### config.mk
export PLATFORM = sky130hd
export DESIGN_NAME = can_bit_timing_solver_top
export DESIGN_NICKNAME = d
export VERILOG_FILES = /design/src/can_bts_pkg.sv /design/src/can_bts_div.sv /design/src/can_bit_timing_solver_top.sv
export VERILOG_INCLUDE_DIRS = /design/src /design/src/src
export SDC_FILE = /design/constraint.sdc
export NUM_CORES = 1
export LEC_CHECK = 0
export BUFFER_PORTS_ARGS = -buffer_cell sky130_fd_sc_hd__buf_2
export CORE_UTILIZATION = 56
export CTS_CLUSTER_SIZE = 10
export DETAILED_ROUTE_END_ITERATION = 8
export PLACE_DENSITY = 0.84
export SKIP_LAST_GASP = 1
export SLEW_MARGIN = 10
export SYNTH_ARGS = -nofsm -noshare
export SYNTH_HDL_FRONTEND = slang
export SYNTH_SLANG_ARGS = --single-unit
### constraint.sdc
create_clock -name clk -period 6.3 [get_ports clk]
set_input_delay 1.26 -clock clk [delete_from_list [all_inputs] [get_ports clk]]
set_output_delay 1.26 -clock clk [all_outputs]
set_load 0.01 [all_outputs]
### src/can_bit_timing_solver_top_assert.svh
// Assertion macros for the CAN bit timing solver.
// Both expect a signal named clk in the including scope; BTS_ASSERT also needs rst_n.
`ifndef CAN_BIT_TIMING_SOLVER_TOP_ASSERT_SVH
`define CAN_BIT_TIMING_SOLVER_TOP_ASSERT_SVH

`ifndef SYNTHESIS
// checked outside reset
`define BTS_ASSERT(lbl, prop, msg) \
  lbl: assert property (@(posedge clk) disable iff (!rst_n) prop) else $error(msg);
// checked on every edge, reset included
`define BTS_ASSERT_ALWAYS(lbl, prop, msg) \
  lbl: assert property (@(posedge clk) prop) else $error(msg);
`else
`define BTS_ASSERT(lbl, prop, msg)
`define BTS_ASSERT_ALWAYS(lbl, prop, msg)
`endif

`endif

### src/can_bts_pkg.sv
`default_nettype none

package can_bts_pkg;

  localparam int unsigned QUANTA_MIN = 8;
  localparam int unsigned QUANTA_MAX = 25;
  localparam int unsigned DIV_STEPS  = 32;
  localparam int unsigned CLOCK_HZ_RESET = 80000000;

  typedef enum logic [1:0] {
    ST_OK        = 2'd0,
    ST_RATE_ZERO = 2'd1,
    ST_NOT_MULT  = 2'd2,
    ST_NO_FIT    = 2'd3
  } status_t;

  typedef enum logic [2:0] {
    S_IDLE,
    S_CHK_GO,
    S_CHK_WAIT,
    S_TRY_GO,
    S_TRY_WAIT,
    S_FINISH
  } state_t;

  typedef struct packed {
    logic start;
  } div_req_t;

  typedef struct packed {
    logic busy;
    logic done;
  } div_stat_t;

  typedef struct packed {
    logic       ok;
    logic [3:0] prop;
    logic [3:0] ph1;
    logic [3:0] ph2;
  } seg_t;

  // Segment split for ~87.5% sample point: ph1 = round(64*(q-1)/73),
  // excess above 8 into prop, rest to ph2. Only q = 11..19 give all
  // segments in 1..8.
  function automatic seg_t seg_split(input logic [4:0] q);
    seg_t s;
    s = '{ok: 1'b0, prop: 4'd0, ph1: 4'd0, ph2: 4'd0};
    case (q)
      5'd11: s = '{ok: 1'b1, prop: 4'd1, ph1: 4'd8, ph2: 4'd1};
      5'd12: s = '{ok: 1'b1, prop: 4'd2, ph1: 4'd8, ph2: 4'd1};
      5'd13: s = '{ok: 1'b1, prop: 4'd3, ph1: 4'd8, ph2: 4'd1};
      5'd14: s = '{ok: 1'b1, prop: 4'd3, ph1: 4'd8, ph2: 4'd2};
      5'd15: s = '{ok: 1'b1, prop: 4'd4, ph1: 4'd8, ph2: 4'd2};
      5'd16: s = '{ok: 1'b1, prop: 4'd5, ph1: 4'd8, ph2: 4'd2};
      5'd17: s = '{ok: 1'b1, prop: 4'd6, ph1: 4'd8, ph2: 4'd2};
      5'd18: s = '{ok: 1'b1, prop: 4'd7, ph1: 4'd8, ph2: 4'd2};
      5'd19: s = '{ok: 1'b1, prop: 4'd8, ph1: 4'd8, ph2: 4'd2};
      default: s = '{ok: 1'b0, prop: 4'd0, ph1: 4'd0, ph2: 4'd0};
    endcase
    return s;
  endfunction

endpackage

`default_nettype wire

### src/can_bts_div.sv
`default_nettype none

// Restoring divider, one quotient bit per cycle.
module can_bts_div #(
  parameter int unsigned DW = 32
) (
  input  wire                   clk,
  input  wire                   rst_n,
  input  can_bts_pkg::div_req_t req,
  input  wire  [31:0]           dividend,
  input  wire  [DW-1:0]         divisor,
  output can_bts_pkg::div_stat_t stat,
  output logic [31:0]           quotient,
  output logic [31:0]           remainder
);
  import can_bts_pkg::*;

  localparam int unsigned CW = (DW > 33) ? DW : 33;

  logic          run_r, run_nxt;
  logic          done_r, done_nxt;
  logic [4:0]    cnt_r, cnt_nxt;
  logic [31:0]   quo_r, quo_nxt;
  logic [CW-1:0] rem_r, rem_nxt;
  logic [DW-1:0] dsr_r, dsr_nxt;

  logic [CW-1:0] shifted;
  logic [CW-1:0] dsr_ext;
  logic          ge;

  assign shifted = {rem_r[CW-2:0], quo_r[31]};
  assign dsr_ext = CW'(dsr_r);
  assign ge      = (shifted >= dsr_ext);

  always_comb begin
    run_nxt  = run_r;
    done_nxt = 1'b0;
    cnt_nxt  = cnt_r;
    quo_nxt  = quo_r;
    rem_nxt  = rem_r;
    dsr_nxt  = dsr_r;
    if (req.start) begin
      run_nxt = 1'b1;
      cnt_nxt = '0;
      quo_nxt = dividend;
      rem_nxt = '0;
      dsr_nxt = divisor;
    end else if (run_r) begin
      rem_nxt = ge ? (shifted - dsr_ext) : shifted;
      quo_nxt = {quo_r[30:0], ge};
      cnt_nxt = cnt_r + 5'd1;
      if (cnt_r == 5'(DIV_STEPS - 1)) begin
        run_nxt  = 1'b0;
        done_nxt = 1'b1;
      end
    end
  end

  always_ff @(posedge clk) begin
    if (!rst_n) begin
      run_r  <= 1'b0;
      done_r <= 1'b0;
    end else begin
      run_r  <= run_nxt;
      done_r <= done_nxt;
    end
    cnt_r <= cnt_nxt;
    quo_r <= quo_nxt;
    rem_r <= rem_nxt;
    dsr_r <= dsr_nxt;
  end

  assign stat.busy = run_r;
  assign stat.done = done_r;
  assign quotient  = quo_r;
  assign remainder = rem_r[31:0];

endmodule

`default_nettype wire

### src/can_bit_timing_solver_top.sv
`default_nettype none

// CAN bit timing solver. Give it a bitrate word on the in_ channel and it
// returns one result word: a status (ok, bitrate zero, clock not a multiple
// of the bitrate, no valid setting), the packed timing register word and
// the separate prescaler, quanta-per-bit and segment lengths (all zero on
// error). The module clock in Hz sits in one register written through the
// cfg_ port (reset 80 MHz); write it only while no request is in flight.
// Prescalers 1..MAX_PRESCALER are tried in rising order and the first one
// where clock / (2 * prescaler * bitrate) is exact and gives a legal
// segment split wins. All remainders and quotients come from one shared
// 32-step restoring divider, so each division is a start, 32 steps and a
// done. A request runs the multiple-of-bitrate check, then one division
// per prescaler tried, then loads the result; the time from one request
// to the next grows while the result side stalls. The input stalls for
// the whole search; a finished result waits in the output register while
// the next request may already be taken.
module can_bit_timing_solver_top #(
  parameter int unsigned MAX_PRESCALER = 64
) (
  input  wire         clk,
  input  wire         rst_n,
  // request
  input  wire         in_valid,
  output logic        in_stall,
  input  wire  [23:0] in_bitrate,
  // result
  output logic        out_valid,
  input  wire         out_stall,
  output logic [1:0]  out_status,
  output logic [18:0] out_cfg_word,
  output logic [6:0]  out_prescaler,
  output logic [4:0]  out_quanta_per_bit,
  output logic [3:0]  out_prop_seg,
  output logic [3:0]  out_phase1_seg,
  output logic [3:0]  out_phase2_seg,
  // clock frequency register
  input  wire         cfg_valid,
  output logic        cfg_ready,
  input  wire  [31:0] cfg_clock_hz
);
  import can_bts_pkg::*;

  `include "can_bit_timing_solver_top_assert.svh"

  // prescaler counter width and 2*prescaler*bitrate width
  localparam int unsigned BW = $clog2(MAX_PRESCALER + 1);
  localparam int unsigned DW = 25 + BW;

  state_t        state_r, state_nxt;
  logic [31:0]   clock_hz_r, clock_hz_nxt;
  logic [23:0]   rate_r, rate_nxt;
  logic [BW-1:0] brp_r, brp_nxt;
  logic [DW-1:0] dvs_r, dvs_nxt;       // 2 * brp * rate
  status_t       res_status_r, res_status_nxt;
  logic [BW-1:0] res_brp_r, res_brp_nxt;
  logic [4:0]    res_q_r, res_q_nxt;

  logic          out_valid_r, out_valid_nxt;
  logic [1:0]    out_status_r, out_status_nxt;
  logic [18:0]   out_cfg_word_r, out_cfg_word_nxt;
  logic [6:0]    out_prescaler_r, out_prescaler_nxt;
  logic [4:0]    out_q_r, out_q_nxt;
  logic [3:0]    out_prop_r, out_prop_nxt;
  logic [3:0]    out_ph1_r, out_ph1_nxt;
  logic [3:0]    out_ph2_r, out_ph2_nxt;

  div_req_t      div_req;
  div_stat_t     div_stat;
  logic [DW-1:0] div_divisor;
  logic [31:0]   div_quo;
  logic [31:0]   div_rem;

  logic          in_acc;
  logic          out_load;
  logic [DW-1:0] two_rate;
  logic          trial_ok;
  logic          last_brp;
  seg_t          try_seg;
  seg_t          res_seg;
  logic [BW-1:0] res_brp_m1;

  assign in_acc   = in_valid && !in_stall;
  assign in_stall = (state_r != S_IDLE);
  assign cfg_ready = (state_r == S_IDLE);
  assign out_load = (state_r == S_FINISH) && (!out_valid_r || !out_stall);

  assign two_rate = DW'({rate_r, 1'b0});
  assign last_brp = (brp_r == BW'(MAX_PRESCALER));

  // shared divider: clock / bitrate first, then clock / (2*brp*bitrate)
  assign div_req.start = (state_r == S_CHK_GO) || (state_r == S_TRY_GO);
  assign div_divisor   = (state_r == S_CHK_GO) ? DW'(rate_r) : dvs_r;

  can_bts_div #(
    .DW(DW)
  ) u_div (
    .clk      (clk),
    .rst_n    (rst_n),
    .req      (div_req),
    .dividend (clock_hz_r),
    .divisor  (div_divisor),
    .stat     (div_stat),
    .quotient (div_quo),
    .remainder(div_rem)
  );

  assign try_seg  = seg_split(div_quo[4:0]);
  assign trial_ok = (div_rem == 32'd0)
                 && (div_quo >= 32'(QUANTA_MIN))
                 && (div_quo <= 32'(QUANTA_MAX))
                 && try_seg.ok;

  // next state
  always_comb begin
    state_nxt = state_r;
    case (state_r)
      S_IDLE: begin
        if (in_acc) begin
          state_nxt = (in_bitrate == 24'd0) ? S_FINISH : S_CHK_GO;
        end
      end
      S_CHK_GO:   state_nxt = S_CHK_WAIT;
      S_CHK_WAIT: begin
        if (div_stat.done) begin
          state_nxt = (div_rem != 32'd0) ? S_FINISH : S_TRY_GO;
        end
      end
      S_TRY_GO:   state_nxt = S_TRY_WAIT;
      S_TRY_WAIT: begin
        if (div_stat.done) begin
          state_nxt = (trial_ok || last_brp) ? S_FINISH : S_TRY_GO;
        end
      end
      S_FINISH: begin
        if (out_load) begin
          state_nxt = S_IDLE;
        end
      end
      default:    state_nxt = S_IDLE;
    endcase
  end

  // datapath and result register
  assign res_seg    = seg_split(res_q_r);
  assign res_brp_m1 = res_brp_r - BW'(1);

  always_comb begin
    clock_hz_nxt   = clock_hz_r;
    rate_nxt       = rate_r;
    brp_nxt        = brp_r;
    dvs_nxt        = dvs_r;
    res_status_nxt = res_status_r;
    res_brp_nxt    = res_brp_r;
    res_q_nxt      = res_q_r;

    out_valid_nxt     = out_valid_r && out_stall;
    out_status_nxt    = out_status_r;
    out_cfg_word_nxt  = out_cfg_word_r;
    out_prescaler_nxt = out_prescaler_r;
    out_q_nxt         = out_q_r;
    out_prop_nxt      = out_prop_r;
    out_ph1_nxt       = out_ph1_r;
    out_ph2_nxt       = out_ph2_r;

    if (cfg_valid && cfg_ready) begin
      clock_hz_nxt = cfg_clock_hz;
    end

    case (state_r)
      S_IDLE: begin
        if (in_acc) begin
          rate_nxt       = in_bitrate;
          res_status_nxt = ST_RATE_ZERO;
        end
      end
      S_CHK_WAIT: begin
        if (div_stat.done) begin
          res_status_nxt = ST_NOT_MULT;
          brp_nxt        = BW'(1);
          dvs_nxt        = two_rate;
        end
      end
      S_TRY_WAIT: begin
        if (div_stat.done) begin
          if (trial_ok) begin
            res_status_nxt = ST_OK;
            res_brp_nxt    = brp_r;
            res_q_nxt      = div_quo[4:0];
          end else begin
            res_status_nxt = ST_NO_FIT;
            brp_nxt        = brp_r + BW'(1);
            dvs_nxt        = dvs_r + two_rate;
          end
        end
      end
      S_FINISH: begin
        if (out_load) begin
          out_valid_nxt  = 1'b1;
          out_status_nxt = res_status_r;
          if (res_status_r == ST_OK) begin
            out_cfg_word_nxt  = {res_seg.ph2[2:0] - 3'd1, 1'b1, 1'b0,
                                 res_seg.ph1[2:0] - 3'd1,
                                 res_seg.prop[2:0] - 3'd1, 2'b00,
                                 6'(res_brp_m1)};
            out_prescaler_nxt = 7'(res_brp_r);
            out_q_nxt         = res_q_r;
            out_prop_nxt      = res_seg.prop;
            out_ph1_nxt       = res_seg.ph1;
            out_ph2_nxt       = res_seg.ph2;
          end else begin
            out_cfg_word_nxt  = '0;
            out_prescaler_nxt = '0;
            out_q_nxt         = '0;
            out_prop_nxt      = '0;
            out_ph1_nxt       = '0;
            out_ph2_nxt       = '0;
          end
        end
      end
      default: begin
      end
    endcase
  end

  always_ff @(posedge clk) begin
    if (!rst_n) begin
      state_r     <= S_IDLE;
      clock_hz_r  <= 32'(CLOCK_HZ_RESET);
      out_valid_r <= 1'b0;
    end else begin
      state_r     <= state_nxt;
      clock_hz_r  <= clock_hz_nxt;
      out_valid_r <= out_valid_nxt;
    end
    rate_r          <= rate_nxt;
    brp_r           <= brp_nxt;
    dvs_r           <= dvs_nxt;
    res_status_r    <= res_status_nxt;
    res_brp_r       <= res_brp_nxt;
    res_q_r         <= res_q_nxt;
    out_status_r    <= out_status_nxt;
    out_cfg_word_r  <= out_cfg_word_nxt;
    out_prescaler_r <= out_prescaler_nxt;
    out_q_r         <= out_q_nxt;
    out_prop_r      <= out_prop_nxt;
    out_ph1_r       <= out_ph1_nxt;
    out_ph2_r       <= out_ph2_nxt;
  end

  assign out_valid          = out_valid_r;
  assign out_status         = out_status_r;
  assign out_cfg_word       = out_cfg_word_r;
  assign out_prescaler      = out_prescaler_r;
  assign out_quanta_per_bit = out_q_r;
  assign out_prop_seg       = out_prop_r;
  assign out_phase1_seg     = out_ph1_r;
  assign out_phase2_seg     = out_ph2_r;

  // checks
  `BTS_ASSERT_ALWAYS(a_reset_idle, !rst_n |=> (state_r == S_IDLE) && !out_valid_r, "reset did not idle the solver")
  `BTS_ASSERT(a_accept_busy, in_acc |=> (state_r != S_IDLE), "request taken but solver stayed idle")
  `BTS_ASSERT(a_done_in_wait, div_stat.done |-> (state_r == S_CHK_WAIT) || (state_r == S_TRY_WAIT), "divider finished outside a wait state")
  `BTS_ASSERT(a_busy_in_wait, div_stat.busy |-> (state_r == S_CHK_WAIT) || (state_r == S_TRY_WAIT), "divider running outside a wait state")
  `BTS_ASSERT(a_err_zero, out_valid_r && (out_status_r != ST_OK) |-> (out_cfg_word_r == 19'd0) && (out_prescaler_r == 7'd0), "error word carries timing fields")
  `BTS_ASSERT(a_ok_quanta, out_valid_r && (out_status_r == ST_OK) |-> (out_q_r >= 5'd11) && (out_q_r <= 5'd19), "quanta count outside legal split range")

endmodule

`default_nettype wire
=== Word level (Yosys, flattened, before mapping) ===
Memory sizes are Yosys's and may differ from the RTL's. A register that Yosys moved wholly into a read port is not among the register bits.
Cells that the tools add are included.

* Output and inout port bits: 48
* Memories kept: 2
* ROM bits: 512
* Register bits after elaboration: 261
* Input port bits: 61

* Muxes and demuxes: 34
* Equality and inequality tests: 12
* Bitwise operators: 2
* Reduce and logical (&&, ||, !) cells: 29
* Magnitude comparators: 3
* Add/subtract/negate cells: 8

{| class="wikitable"
|+ Memory list
! memory !! words !! bits a word !! read ports !! clocked after Yosys merged registers in !! wr ports !! line !! source
|-
| (name not given) || 32 || 8 || 1 || 1 || 0 || can_bts_pkg.sv:48 || <nowiki>case (q)</nowiki>
|-
| (name not given) || 32 || 8 || 1 || 1 || 0 || can_bts_pkg.sv:48 ||
|}

{| class="wikitable"
|+ Operators by type and width
! cell !! count
|-
| $mux W32 || 6
|-
| $pmux W32 S2 || 1
|-
| $ge A33 B32 Y1 || 1
|-
| $add A32 B25 Y32 || 1
|-
| $ge A32 B4 Y1 const B || 1
|-
| $le A32 B5 Y1 const B || 1
|-
| $logic_not A32 Y1 || 1
|-
| $reduce_bool A32 Y1 || 1
|-
| $sub A32 B32 Y32 || 1
|-
| $logic_not A24 Y1 || 1
|-
| $mux W24 || 1
|-
| $mux W3 || 7
|-
| $mux W7 || 3
|-
| $pmux W3 S6 || 1
|-
| $mux W16 || 1
|-
| $pmux W7 S2 || 1
|-
| $reduce_and A4 Y1 || 3
|-
| $mux W5 || 2
|-
| $mux W2 || 4
|-
| $add A7 B1 Y7 const B || 1
|-
| $eq A7 B7 Y1 const B || 1
|-
| $logic_and A1 B1 Y1 || 7
|-
| $eq A3 B2 Y1 const B || 2
|-
| $eq A3 B3 Y1 const B || 2
|-
| 20 further kinds || 37
|}

=== Depth between registers and ports, before layout ===
* Depth in word-level cells: 8
* Depth in mapped cells: 14

=== Cells and area by module ===
Synthesis repeated with hierarchy kept, for this count alone.

* Cell total of the unflattened synthesis: 1,344
* Area, all modules: 13,848.3 um^2

{| class="wikitable"
|+ By module, submodules not included
! module !! area an instance (um^2) !! seq. area each (um^2) !! cells each !! instances
|-
| can_bit_timing_solver_top || 7,737.4 || 4,194.0 || 749 || 1
|-
| can_bts_div || 6,110.9 || 2,702.6 || 595 || 1
|}

=== Worst setup path after synthesis ===
No wires, ideal clock.

* Path type: input to register
* Start point: input out_stall
* End point: register out_cfg_word_r[0], in the netlist out_cfg_word[0] (enable)
* Stages on the path: 1
* Arrival time: 2,956 ps
* Slack: 2,905 ps
* Required time: 5,861 ps
* Cells stage by stage: a21oi_1

* Cells in the longest elaborated chain, start to end: 4

{| class="wikitable"
|+ Ends and longest elaborated chain
! item !! line !! source
|-
| start: declaration || can_bit_timing_solver_top.sv:29 || <nowiki>input wire out_stall,</nowiki>
|-
| $logic_not A1 Y1 || can_bit_timing_solver_top.sv:86 || <nowiki>assign out_load = (state_r == S_FINISH) && (!out_valid_r || !out_stall);</nowiki>
|-
| $logic_or A1 B1 Y1 || can_bit_timing_solver_top.sv:86 ||
|-
| $logic_and A1 B1 Y1 || can_bit_timing_solver_top.sv:86 ||
|-
| $reduce_and A2 Y1 (no source line) || -- ||
|-
| end signal: assignment || can_bit_timing_solver_top.sv:243 || <nowiki>out_cfg_word_r <= out_cfg_word_nxt;</nowiki>
|-
| end: declaration || can_bit_timing_solver_top.sv:61 || <nowiki>logic [18:0] out_cfg_word_r, out_cfg_word_nxt;</nowiki>
|}

Every way passes these cells.
A chain may end at the register's enable or synchronous reset.

=== Final worst setup path ===
* Start point: register u_div.dsr_r[1]
* End point: register u_div.rem_r[11]

* Cells in the longest elaborated chain, start to end: 2

{| class="wikitable"
|+ Ends and longest elaborated chain
! item !! line !! source
|-
| start: declaration || can_bts_div.sv:25 || <nowiki>logic [DW-1:0] dsr_r, dsr_nxt;</nowiki>
|-
| start signal: assignment || can_bts_div.sv:70 || <nowiki>dsr_r <= dsr_nxt;</nowiki>
|-
| $sub A32 B32 Y32 / $ge A33 B32 Y1 (equally long branches) || can_bts_div.sv:49, can_bts_div.sv:33 ||
|-
| $mux W32 * || can_bts_div.sv:49 || <nowiki>rem_nxt = ge ? (shifted - dsr_ext) : shifted;</nowiki>
|-
| end signal: assignment || can_bts_div.sv:69 || <nowiki>rem_r <= rem_nxt;</nowiki>
|-
| end: declaration || can_bts_div.sv:24 || <nowiki>logic [CW-1:0] rem_r, rem_nxt;</nowiki>
|}

Every way passes the cells marked *; elsewhere a longest branch is shown, timed or not.

==> Implementation_results.wiki <==
{| class="wikitable"
! Metric !! Value
|-
| FF+latch area || 6920 µm²
|-
| Cell count along the critical path || 12
|-
| Cell-by-cell trace of the critical path || inv_1 > ha_1 > nor2b_1 > o2111ai_1 > and3_1 > o2111ai_2 > a21oi_1 > o31a_2 > buf_4 > mux2_2 > mux2i_1 > nor2_1
|-
| Die Height || 158 µm
|-
| Clock transition at the registers of the reported paths || 0.06 ns
|-
| # IOs || 109
|-
| Minimum hold slack || 0.468 ns
|-
| GR met2 Demand/Resource || 38.8%
|-
| Min-Delay Path Depth || 2
|-
| Number of flip-flops and latches in the synthesized netlist || 258
|-
| Layout Skew || 0.0169 ns
|-
| Crit end category || register
|-
| Final setup violation count || 0
|-
| Utilization of the core after routing || 64.4%
|-
| Number of global-route vias before repair || 9,763
|-
| Mapped Area || 13,700 µm²
|-
| Detailed-route DRC error count || 0
|-
| Worst-Skew Late Latency || 0.56 ns
|-
| Share of cells above drive strength 1 || 13.9%
|-
| Wire length after detailed routing || 29,600 µm
|-
| CTS Root Buffer Type || sky130_fd_sc_hd__clkbuf_16
|-
| Outcome || finished clean
|-
| Number of iterations in the first detailed-routing pass || 6
|-
| Pin count of the biggest net entering global routing || 87
|-
| Count of buffers inserted at the top-level ports || 100
|-
| Maximum fanout along the worst path || 31
|-
| Sink Count || 258
|-
| Remaining antenna violation count || 0
|-
| Worst reg-to-reg path cell count || 12
|-
| Max-slew violations || 0
|-
| Number of buffers on the longest clock path || 3
|-
| Highest attainable clock frequency || 289 MHz
|-
| Global-route track usage on met1 || 32.5%
|-
| Setup repair after global routing missed its margin || false
|-
| Share of the yosys chip area belonging to registers || 50.5%
|-
| Ant. Diodes || 0
|-
| EDFF count, synth || 175
|-
| Path type of the worst setup path || reg -> reg
|-
| Number of hold violations in the final report || 0
|-
| Design area || 15,300 µm²
|-
| Fraction of power consumed by sequential logic || 38.9%
|-
| Buffering stage count on the worst path with inverters included || 2
|-
| Initial antenna violation count || 0
|-
| Unique cell type count in the Yosys netlist || 78
|-
| Aggregate global-route resource usage || 23.9%
|-
| Total number of vias || 10,500
|-
| Cells taking the most area after synthesis || sky130_fd_sc_hd__edfxtp_1 38%, sky130_fd_sc_hd__dfxtp_1 12%, sky130_fd_sc_hd__nand2_1 6.5%
|-
| Kind of path behind the tightest hold check || reg -> reg
|-
| Worst Setup Start Kind || register
|-
| Most congested layer reported by global routing || met2
|-
| Post-DP HPWL || 20,200 µm
|-
| Synth warn || 0
|-
| Cell accounting for the most synthesized area || sky130_fd_sc_hd__edfxtp_1
|-
| Core Box Area || 23,800 µm²
|-
| Synth async-reset ratio || 0%
|-
| Worst path arrival time || 3.88 ns
|-
| Post-CTS setup repair buffer count || 0
|-
| Most frequent standard cell in the layout excluding fill and tap cells || sky130_fd_sc_hd__nand2_1
|-
| Pin slew with the least headroom to its limit || 1.12 ns
|-
| Area taken by multi-input logic gates || 6240 µm²
|-
| Wire length per cell || 16.4 µm
|-
| Global Route met3 Usage || 3.13%
|-
| Width of the chip || 158 µm
|-
| Delay of the slowest critical-path stage || 0.60 ns
|-
| Number of buffers created by CTS || 31
|-
| Kind of cell adding the most delay to the critical path || compound AO/OA/AOI/OAI gates
|-
| CTS tree || built
|-
| Post-detailed-placement cell area || 14,400 µm²
|-
| Total negative slack for setup checks || 0 ns
|-
| Max-cap check violation count || 0
|-
| Share of total power in combinational logic || 35.3%
|-
| Row count || 56
|-
| Per-cell via count in the routed design || 5.79
|-
| Gates resized, CTS repair || 0
|-
| Initial drt markers || 879
|-
| Fin crit share || 55.0%
|-
| Total power divided by cell area || 405 nW/µm²
|-
| Post-Syn Instances || 1,385
|-
| Number of hold buffers added after cts || 0
|-
| Share of the synthesized area in the top cell type || 38.3%
|-
| Net total in the final layout || 1,594
|-
| Commonest cells after routing, fill and taps aside || 237 x sky130_fd_sc_hd__nand2_1, 175 x sky130_fd_sc_hd__edfxtp_1, 114 x sky130_fd_sc_hd__nor2_1
|-
| Filler cells || 1,825
|-
| Sw Pwr || 0.00225 W
|-
| Total gr overflow || 0
|-
| Main synth FF type || sky130_fd_sc_hd__edfxtp_1
|-
| Clock Power Share || 25.8%
|-
| Internal portion of total power || 0.00395 W
|-
| Final critical delay including setup and external delays || 3.47 ns
|-
| Data required time at the worst endpoint || 6.72 ns
|-
| Slowest stage cell on the critical path || sky130_fd_sc_hd__o31a_2
|-
| Area growth from synthesis to final layout || 11.7%
|-
| Switching Share || 36.3%
|-
| Per-instance average area after synthesis || 9.89 µm²
|-
| Overall die area || 25,100 µm²
|-
| Max rail drop VDD || 0.000258 V
|-
| Headroom to the max-slew limit || 25.0%
|-
| GPL Wtd Cong || 0.938
|-
| Global-route wire length before repair || 47,800 µm
|-
| Static power due to leakage || 6.21 nW
|-
| Effective utilization at floorplan || 57.7%
|-
| Htree depth || 1
|}
[final cells by class]
type / instances / share of cell area (%)
clock buffer: 53 / 5.67
timing repair buffer: 110 / 3.76
inverter: 70 / 1.72
tap: 319 / 2.61
multi-input combinational: 995 / 40.8
clock inverter: 5 / 0.278
sequential: 258 / 45.2
[worst min-delay path, delay by kind of cell, from the launching register on]
family           cells  cell delay, ns
AND/OR/NAND/NOR      1            0.05
AO/OA/AOI/OAI        1            0.06
flip-flops           1            0.31
[registers in the layout, summed over array words and instances (netlist names), 3 cells and up]
name,cells
state_r,3
u_div.cnt_r,5
rate_r,24
u_div.rem_r,32
dvs_r,31
brp_r,7
res_q_r,5
out_cfg_word,14
out_prescaler,7
u_div.quotient,32
res_brp_r,7
clock_hz_r,32
u_div.dsr_r,32
res_seg,7
out_prop_seg,4
out_quanta_per_bit,5
[worst paths after layout]
kind / end / start / slack [ns]
setup reg to reg: u_div.rem_r[11]$_SDFFE_PN0P_ / u_div.dsr_r[1]$_DFFE_PN_ / 2.83
hold / removal: clock_hz_r[14]$_SDFFE_PN0P_ / clock_hz_r[14]$_SDFFE_PN0P_ / 0.47
hold reg to reg: clock_hz_r[14]$_SDFFE_PN0P_ / clock_hz_r[14]$_SDFFE_PN0P_ / 0.47
setup / recovery: u_div.rem_r[11]$_SDFFE_PN0P_ / u_div.dsr_r[1]$_DFFE_PN_ / 2.83
[Yosys cell counts (all sizes together), types with 26 or more instances]
cell type	count
dfxtp	83
nand3	32
mux2	27
inv	70
nand2	237
o21ai	70
clkbuf	46
a21oi	85
xor2	26
edfxtp	175
xnor2	30
ha	65
a21boi	28
nor2	115
[power by group through the flow]
stage / combinational [W] / clock (W) / sequential (W)
after global routing: 0.00243 / 0.00169 / 0.00244
after CTS: 0.00217 / 0.00162 / 0.00240
final: 0.00219 / 0.00159 / 0.00241
after global placement: 0.00208 / 0 / 0.00241
after detailed placement: 0.00214 / 0 / 0.00243
after floorplan: 0.00175 / 0 / 0.00235
[metal layers]
layer  routed length (µm)  share of wire [%]
met4                  934                3.2
met1                13000                 44
met3                 1740                5.9
met5                    0                  0
met2                13900                 47
[cell families after synthesis]
| logic type | Yosys count | share of synthesized area, % |
|---|---|---|
| flops | 258 | 50.5 |
| mux | 46 | 3.61 |
| simple gates | 517 | 17.1 |
| fa+ha+maj | 67 | 6.23 |
| compound gates | 301 | 14.7 |
| buf+inv | 139 | 4.29 |
| xor+xnor | 56 | 3.58 |
| other cells | 1 | 0.0274 |
[through the flow]
step / total power [W] / instances / worst slack (ns)
after floorplan: 0.00410 / 1392 / 2.91
after global placement: 0.00450 / 1752 / 2.92
after detailed placement: 0.00457 / 1752 / 2.83
after CTS: 0.00619 / 1810 / 2.82
after global routing: 0.00656 / 1810 / 2.51
final: 0.00619 / 1810 / 2.83
Power figures use the tool's default switching activity.
